$ cat src/design/gta_pkg.sv
// Package for the tanh-approximated GeLU pipeline.
// Holds fixed-point widths, Q16 constants and the 2^(-k/16) table.
// No dependencies.
package gta_pkg;

    localparam int DATA_WIDTH = 16;
    localparam int FRAC_BITS  = 10;

    localparam int ZQ_W     = 19;
    localparam int ZQ_SHIFT = 16 - FRAC_BITS;
    localparam int NSTAGE   = 24;

    localparam logic [DATA_WIDTH-1:0] BIG_MAG = DATA_WIDTH'(8 << FRAC_BITS);

    localparam logic [16:0] C1Q  = 17'd104580;
    localparam logic [12:0] C3Q  = 13'd4676;
    localparam logic [16:0] L2EQ = 17'd94548;
    localparam logic [16:0] ONEQ = 17'd65536;
    localparam logic [7:0]  N_MAX = 8'd17;

    typedef struct packed {
        logic                  neg;
        logic [DATA_WIDTH-1:0] mag;
        logic                  last;
        logic                  zero;
    } t_side;

    typedef struct packed {
        logic signed [DATA_WIDTH-1:0] sample;
        logic                         last;
    } t_res;

    function automatic logic [16:0] pow2_neg(input logic [4:0] idx);
        logic [16:0] v;
        case (idx)
            5'd0:    v = 17'd65536;
            5'd1:    v = 17'd62757;
            5'd2:    v = 17'd60097;
            5'd3:    v = 17'd57549;
            5'd4:    v = 17'd55109;
            5'd5:    v = 17'd52773;
            5'd6:    v = 17'd50535;
            5'd7:    v = 17'd48393;
            5'd8:    v = 17'd46341;
            5'd9:    v = 17'd44376;
            5'd10:   v = 17'd42495;
            5'd11:   v = 17'd40693;
            5'd12:   v = 17'd38968;
            5'd13:   v = 17'd37316;
            5'd14:   v = 17'd35734;
            5'd15:   v = 17'd34219;
            default: v = 17'd32768;
        endcase
        return v;
    endfunction

endpackage

$ cat src/design/gta_if.sv
// Valid/ready stream interfaces for GeLU input and result beats.
// Depends on gta_pkg for the sample width.
interface gta_in_if;
    logic                                   valid;
    logic                                   ready;
    logic signed [gta_pkg::DATA_WIDTH-1:0]  sample_in;
    logic                                   last_in;
    modport source (output valid, output sample_in, output last_in, input ready);
    modport sink   (input valid, input sample_in, input last_in, output ready);
endinterface

interface gta_out_if;
    logic                                   valid;
    logic                                   ready;
    logic signed [gta_pkg::DATA_WIDTH-1:0]  sample_out;
    logic                                   last_out;
    modport source (output valid, output sample_out, output last_out, input ready);
    modport sink   (input valid, input sample_out, input last_out, output ready);
endinterface

$ cat src/design/gelu_tanh_activation_top.sv
// GeLU (tanh form) pipeline: 24 register stages, then a skid entry and output register.
// All stages hold while the skid entry is full; stage 24 feeds the skid entry and output register.
// Throughput: one beat per cycle while the skid entry is empty; 16 stages are a restoring divider.
// Reset clears all valid bits and the skid/output flags; payload is not reset.
// Depends on gta_pkg and gta_if.
module gelu_tanh_activation_top (
    input  logic      i_clk,
    input  logic      i_rst_n,
    gta_in_if.sink    i_in,
    gta_out_if.source o_out
);
    import gta_pkg::*;

    logic                 en;
    logic [NSTAGE:1]      r_v;
    t_side                r_side [1:NSTAGE-1];

    logic [ZQ_W-1:0]      r1_zq, r2_zq, r3_zq;
    logic [21:0]          r2_z2;
    logic [19:0]          r3_g;
    logic [22:0]          r4_u;
    logic [4:0]           r5_n, r6_n;
    logic [3:0]           r5_i;
    logic [11:0]          r5_r;
    logic [16:0]          r6_m;

    logic [16:0]          r_rem [7:23];
    logic [15:0]          r_nlo [7:23];
    logic [17:0]          r_den [7:23];
    logic [15:0]          r_q   [7:23];

    t_res                 r_res, r_skid, r_out;
    logic                 r_skid_v, r_ov;

    // stage combinational values
    logic [DATA_WIDTH-1:0] n1_a;
    logic                  n1_neg;
    logic [37:0]           n2_p;
    logic [34:0]           n3_p;
    logic [38:0]           n4_p;
    logic [39:0]           n5_t;
    logic [16:0]           n6_ti, n6_ti1;
    logic [11:0]           n6_d;
    logic [24:0]           n6_p;
    logic [16:0]           n7_e;
    logic [17:0]           n7_den;
    logic [33:0]           n7_num;
    logic [15:0]           n24_q;
    logic [16:0]           n24_s;
    logic [33:0]           n24_p;
    logic [15:0]           n24_mag;
    t_res                  n_res;

    assign en         = !r_skid_v;
    assign i_in.ready = en;

    assign n1_neg = i_in.sample_in[DATA_WIDTH-1];
    assign n1_a   = n1_neg ? DATA_WIDTH'(0 - i_in.sample_in) : DATA_WIDTH'(i_in.sample_in);
    assign n2_p   = 38'(r1_zq) * 38'(r1_zq);
    assign n3_p   = 35'(C3Q) * 35'(r2_z2);
    assign n4_p   = 39'(r3_zq) * 39'(r3_g);
    assign n5_t   = 40'(r4_u) * 40'(L2EQ);
    assign n6_ti  = pow2_neg({1'b0, r5_i});
    assign n6_ti1 = pow2_neg(5'({1'b0, r5_i}) + 5'd1);
    assign n6_d   = 12'(n6_ti - n6_ti1);
    assign n6_p   = 25'(n6_d) * 25'(r5_r) + 25'd2048;
    assign n7_e   = r6_m >> r6_n;
    assign n7_den = 18'(ONEQ) + 18'(n7_e);
    assign n7_num = {1'b0, n7_e, 16'd0} + 34'(n7_den >> 1);

    always_ff @(posedge i_clk) begin
        if (!i_rst_n) begin
            r_v <= '0;
        end else if (en) begin
            r_v <= {r_v[NSTAGE-1:1], i_in.valid};
        end
    end

    always_ff @(posedge i_clk) begin
        if (en) begin
            r_side[1] <= '{neg: n1_neg, mag: n1_a, last: i_in.last_in,
                           zero: (n1_a >= BIG_MAG)};
            for (int k = 2; k <= NSTAGE-1; k++) begin
                if (k != 5) begin
                    r_side[k] <= r_side[k-1];
                end
            end
            r_side[5] <= '{neg: r_side[4].neg, mag: r_side[4].mag, last: r_side[4].last,
                           zero: r_side[4].zero | (n5_t[39:32] >= N_MAX)};

            r1_zq <= ZQ_W'(n1_a) << ZQ_SHIFT;
            r2_zq <= r1_zq;
            r2_z2 <= n2_p[37:16];
            r3_zq <= r2_zq;
            r3_g  <= 20'(C1Q) + 20'(n3_p[34:16]);
            r4_u  <= n4_p[38:16];
            r5_n  <= n5_t[36:32];
            r5_i  <= n5_t[31:28];
            r5_r  <= n5_t[27:16];
            r6_n  <= r5_n;
            r6_m  <= n6_ti - 17'(n6_p[24:12]);

            r_rem[7] <= n7_num[32:16];
            r_nlo[7] <= n7_num[15:0];
            r_den[7] <= n7_den;
            r_q[7]   <= '0;
        end
    end

    for (genvar k = 8; k <= 23; k++) begin : g_div
        logic [17:0] n_sh;
        logic [18:0] n_diff;
        assign n_sh   = {r_rem[k-1], r_nlo[k-1][23-k]};
        assign n_diff = {1'b0, n_sh} - {1'b0, r_den[k-1]};
        always_ff @(posedge i_clk) begin
            if (en) begin
                r_rem[k] <= n_diff[18] ? n_sh[16:0] : n_diff[16:0];
                r_nlo[k] <= r_nlo[k-1];
                r_den[k] <= r_den[k-1];
                r_q[k]   <= {r_q[k-1][14:0], !n_diff[18]};
            end
        end
    end

    assign n24_q   = r_side[23].zero ? '0 : r_q[23];
    assign n24_s   = (!r_side[23].neg && (r_side[23].mag != '0)) ?
                     (ONEQ - 17'(n24_q)) : 17'(n24_q);
    assign n24_p   = 34'(r_side[23].mag) * 34'(n24_s) + 34'd32768;
    assign n24_mag = n24_p[31:16];
    assign n_res   = '{sample: r_side[23].neg ? DATA_WIDTH'(0 - n24_mag) : n24_mag,
                       last: r_side[23].last};

    always_ff @(posedge i_clk) begin
        if (en) begin
            r_res <= n_res;
        end
    end

    // output register with one skid entry
    always_ff @(posedge i_clk) begin
        if (!i_rst_n) begin
            r_ov     <= 1'b0;
            r_skid_v <= 1'b0;
        end else if (!r_ov || o_out.ready) begin
            if (r_skid_v) begin
                r_out    <= r_skid;
                r_ov     <= 1'b1;
                r_skid_v <= 1'b0;
            end else begin
                r_out <= r_res;
                r_ov  <= r_v[NSTAGE];
            end
        end else if (r_v[NSTAGE] && en) begin
            r_skid   <= r_res;
            r_skid_v <= 1'b1;
        end
    end

    assign o_out.valid      = r_ov;
    assign o_out.sample_out = r_out.sample;
    assign o_out.last_out   = r_out.last;

    a_skid_needs_out: assert property (@(posedge i_clk) disable iff (!i_rst_n)
        r_skid_v |-> r_ov)
        else $error("skid entry held without a result on the output");

    a_skid_holds: assert property (@(posedge i_clk) disable iff (!i_rst_n)
        r_skid_v && !o_out.ready |=> r_skid_v && $stable(r_skid))
        else $error("skid entry dropped while output stalled");

    a_pipe_frozen: assert property (@(posedge i_clk) disable iff (!i_rst_n)
        r_skid_v |=> $stable(r_v))
        else $error("pipeline advanced while skid entry full");

    a_skid_drains: assert property (@(posedge i_clk) disable iff (!i_rst_n)
        r_skid_v && o_out.ready |=> r_ov && !r_skid_v)
        else $error("skid entry not moved to output after beat");

endmodule

$ cat src/flat_wrapper.sv
// flat-port wrapper written by rule: the top's interface ports become plain ports
module gelu_tanh_activation_top_flat import gta_pkg::*;
  (i_clk, i_rst_n, i_in_valid, i_in_sample_in, i_in_last_in, i_in_ready, o_out_valid, o_out_sample_out, o_out_last_out, o_out_ready);
  gta_in_if i_in_i ();
  gta_out_if o_out_i ();
  input  logic i_clk;
  input  logic i_rst_n;
  input wire logic [$bits(i_in_i.valid)-1:0] i_in_valid;
  input wire logic [$bits(i_in_i.sample_in)-1:0] i_in_sample_in;
  input wire logic [$bits(i_in_i.last_in)-1:0] i_in_last_in;
  output wire logic [$bits(i_in_i.ready)-1:0] i_in_ready;
  output wire logic [$bits(o_out_i.valid)-1:0] o_out_valid;
  output wire logic [$bits(o_out_i.sample_out)-1:0] o_out_sample_out;
  output wire logic [$bits(o_out_i.last_out)-1:0] o_out_last_out;
  input wire logic [$bits(o_out_i.ready)-1:0] o_out_ready;
  assign i_in_i.valid = i_in_valid;
  assign i_in_i.sample_in = i_in_sample_in;
  assign i_in_i.last_in = i_in_last_in;
  assign i_in_ready = i_in_i.ready;
  assign o_out_valid = o_out_i.valid;
  assign o_out_sample_out = o_out_i.sample_out;
  assign o_out_last_out = o_out_i.last_out;
  assign o_out_i.ready = o_out_ready;
  gelu_tanh_activation_top u_core (.i_clk(i_clk), .i_rst_n(i_rst_n), .i_in(i_in_i), .o_out(o_out_i));
endmodule
$ cat config.mk
export PLATFORM = sky130hd
export DESIGN_NAME = gelu_tanh_activation_top_flat
export DESIGN_NICKNAME = d
export VERILOG_FILES = /design/src/design/gta_pkg.sv /design/src/design/gta_if.sv /design/src/design/gelu_tanh_activation_top.sv /design/src/flat_wrapper.sv
export SDC_FILE = /design/constraint.sdc
export NUM_CORES = 2
export LEC_CHECK = 0
export ABC_AREA = 1
export BUFFER_PORTS_ARGS = -buffer_cell sky130_fd_sc_hd__buf_4
export CAP_MARGIN = 30
export CORE_MARGIN = 2
export CORE_UTILIZATION = 65
export CTS_CLUSTER_SIZE = 8
export DETAILED_ROUTE_END_ITERATION = 16
export PLACE_DENSITY_LB_ADDON = 0.25
export SLEW_MARGIN = 30
export SYNTH_ARGS = -nofsm -noshare
export SYNTH_HDL_FRONTEND = slang
export SYNTH_SLANG_ARGS = --single-unit
export TNS_END_PERCENT = 10
$ cat constraint.sdc
create_clock -name i_clk -period 55.8 [get_ports i_clk]
set_input_delay 8.37 -clock i_clk [delete_from_list [all_inputs] [get_ports i_clk]]
set_output_delay 8.37 -clock i_clk [all_outputs]
set_load 0.02 [all_outputs]
==> results_dict.tcl <==
set metrics [dict create \
    status "complete, no violations" \
    die_area_um2 149000 \
    path_cells "inv_8, buf_4" \
    final_nets 10900 \
    synth_area_per_cell_um2 10.3 \
    required_ns 47.43 \
    ios 40 \
    grt_pass1_vias 65400 \
    post_drt_wl_per_cell_um 17.7 \
    cts_root_buf "clkbuf_16" \
    design_area_um2 102000 \
    hpwl_mm 149 \
    cts.sinks 1335 \
    grt_first_pass_wirelength_mm 325 \
    viasPerCell 5.64 \
    slowest_delay_ns 0.92 \
    seq_area_um2 39700 \
    clkTransAtPathRegs_ns 0.05 \
    grt_remaining_overflow 0 \
    drt_iter0_markers 4362 \
    chipHeight_um 385 \
    multi_input_area_um2 47300 \
    clk_latency_ns 0.81 \
    skew_ns 0.0512 \
    slew_viol_final 0 \
    critPathSlowestCell "dfxtp_2" \
    portBuffers 39 \
    final-hold-violation-count 0 \
    netlist_instances 9167 \
    critPathMaxFanout 114 \
    mappedNetlistArea_um2 94600 \
    finalCriticalPeriod_ns 10.93 \
    drc 0 \
    crit_arrival_ns 2.56 \
    async_flop_share 0 \
    dr.pass1.iters 9 \
    yosysUniqueCellTypes 75 \
    slew_headroom 0.310 \
    layout-drive-gt1-share 0.0435 \
    placed_area_um2 96700 \
    grt_max_degree 177 \
    wl_mm 198 \
    cts_tree "done" \
    rows 139 \
    ys_warn_count 0 \
    cts_inserted_buffers 187 \
    hp-class "register to register" \
    synth_ff_type "edfxtp_1" \
    setup_viol 0 \
    yosysSeqAreaShare 0.419 \
    maxCapViolations 0 \
    design.core.area_um2 144000 \
    initial_utilization 0.657 \
    synth_edf_count 1292 \
    cts_buffer_depth 3 \
    antenna_found_initial 4 \
    setup_tns_ns 0 \
    drtAntennaViolNets 0 \
    syn_to_final_growth_pct 7.84 \
    cts-hold-fix-buffers 0 \
    via_count 63100 \
    die_x_um 385 \
    critPathLaunchType "register" \
    fmax_mhz 91.5 \
    endpoint_kind "output port" \
    cts_setup_buffers 0 \
    grt_util_all_layers 0.274 \
    tightest_slew_ns 1.04 \
    rsz0062_at_grt "no" \
    gp_congestion 0.940 \
    htree_levels 4 \
    final.period_utilization 0.196 \
    synth_nets 10900 \
    num-fill-cells 10200 \
    criticalPathCategory "register to output port" \
    ys_ff_latch 1335 \
    ctsResizeCount 0 \
]
## routing by layer
layer	part of all wire	routed length (µm)	track usage	up-vias
li1	-	-	-	29900
met1	0.41	81200	0.350	30800
met5	0.000061	12	0	-
met4	0.036	7090	0.105	2
met3	0.054	10700	0.0391	498
met2	0.50	99100	0.473	1940
## stage by stage
stage / cells / util / worst slack, ns / hold slack [ns]
3_5_place_dp: 11000 / 0.672 / 45.36 / 0.405
5_1_grt: 11200 / 0.708 / 44.68 / 0.395
6_report: 11200 / 0.708 / 44.87 / 0.378
2_1_floorplan: 9167 / - / 12.98 / 0.400
3_3_place_gp: 11000 / 0.672 / 45.32 / 0.401
4_1_cts: 11200 / 0.708 / 44.81 / 0.379
## sequential cells by signal, summed over array words and instances (netlist names), 16 cells and up
register                 flops
u_core.r_q                 136
u_core.r_side              401
u_core.r2_z2                22
u_core.r_den               288
u_core.r_rem               272
u_core.r_v                  24
u_core.r_skid               17
u_core.n6_ti                17
u_core.o_out.sample_out     16
u_core.r3_g                 20
u_core.r4_u                 23
u_core.r6_m                 17
u_core.r_res                17
## final cells by class
cell class              count  share of cell area
multi-input cells        5835               0.464
flip-flops and latches   1335               0.389
inverters                1818              0.0670
clock buffers             209              0.0473
well taps                1903              0.0233
repair buffers             73             0.00599
clock inverters            19             0.00358
diodes                      1           0.0000245
## placed cells by master, fill, tap and decap left out, drive strengths merged, types with 4 or more instances in the layout
cell	n
a211oi	9
a21boi	36
a21o	23
a21oi	669
a31oi	47
and3	4
buf	73
clkbuf	209
clkinv	24
dfxtp	43
edfxtp	1292
fa	757
ha	906
inv	1811
nand2	1473
nand3	152
nand3b	12
nand4	44
nor2	734
nor3	71
nor3b	4
nor4	18
o2111ai	6
o211ai	23
o21a	22
o21ai	320
o21bai	24
o221ai	9
o31ai	32
or2	22
xnor2	138
xor2	257
## kinds of logic (layout without fill, tap and decap cells)
group / after synthesis / after routing / synth area share
fa+ha+maj: 1663 / 1663 / 0.280
xor+xnor: 395 / 395 / 0.0373
other cells: 1 / 2 / 0.0000396
simple gates: 2538 / 2538 / 0.109
compound gates: 1237 / 1237 / 0.0730
buf+inv: 1997 / 2119 / 0.0809
mux: 1 / 1 / 0.000106
flops: 1335 / 1335 / 0.419
## path summary, 6_finish.rpt
kind	start	endpoint	slack (ns)	depth (start not counted)
hold / removal	u_core.r_side[0][415]	u_core.r_side[0][434]	0.38	0
hold reg to reg	u_core.r_side[0][415]	u_core.r_side[0][434]	0.38	0
setup / recovery	u_core.r_skid_v	i_in_ready	44.87	2
setup reg to reg	u_core.r5_i[0]	u_core.r6_m[16]	45.64	51
## Yosys cell counts (31+ instances only)
cell type | number | area (µm²)
inv_1 | 1792 | 6730
nand2_1 | 1446 | 5430
edfxtp_1 | 1292 | 38800
ha_1 | 906 | 11300
fa_1 | 757 | 15200
nor2_1 | 728 | 2730
a21oi_1 | 665 | 3330
xor2_1 | 251 | 2200
o21ai_0 | 240 | 1200
nand3_1 | 145 | 726
xnor2_1 | 136 | 1190
clkbuf_1 | 110 | 413
o21ai_1 | 68 | 340
nor3_1 | 67 | 335
a31oi_1 | 47 | 294
buf_2 | 47 | 235
nand4_1 | 44 | 275
dfxtp_1 | 43 | 861
o31ai_1 | 31 | 233
## critical path, delay by kind of cell (launching register included)
kind	cells	cell delay (ns)
buf+inv	2	0.77
flops	1	0.92
Power is not shown: default switching activity piles up to over one toggle a cycle in this logic, so the estimate is an artifact.
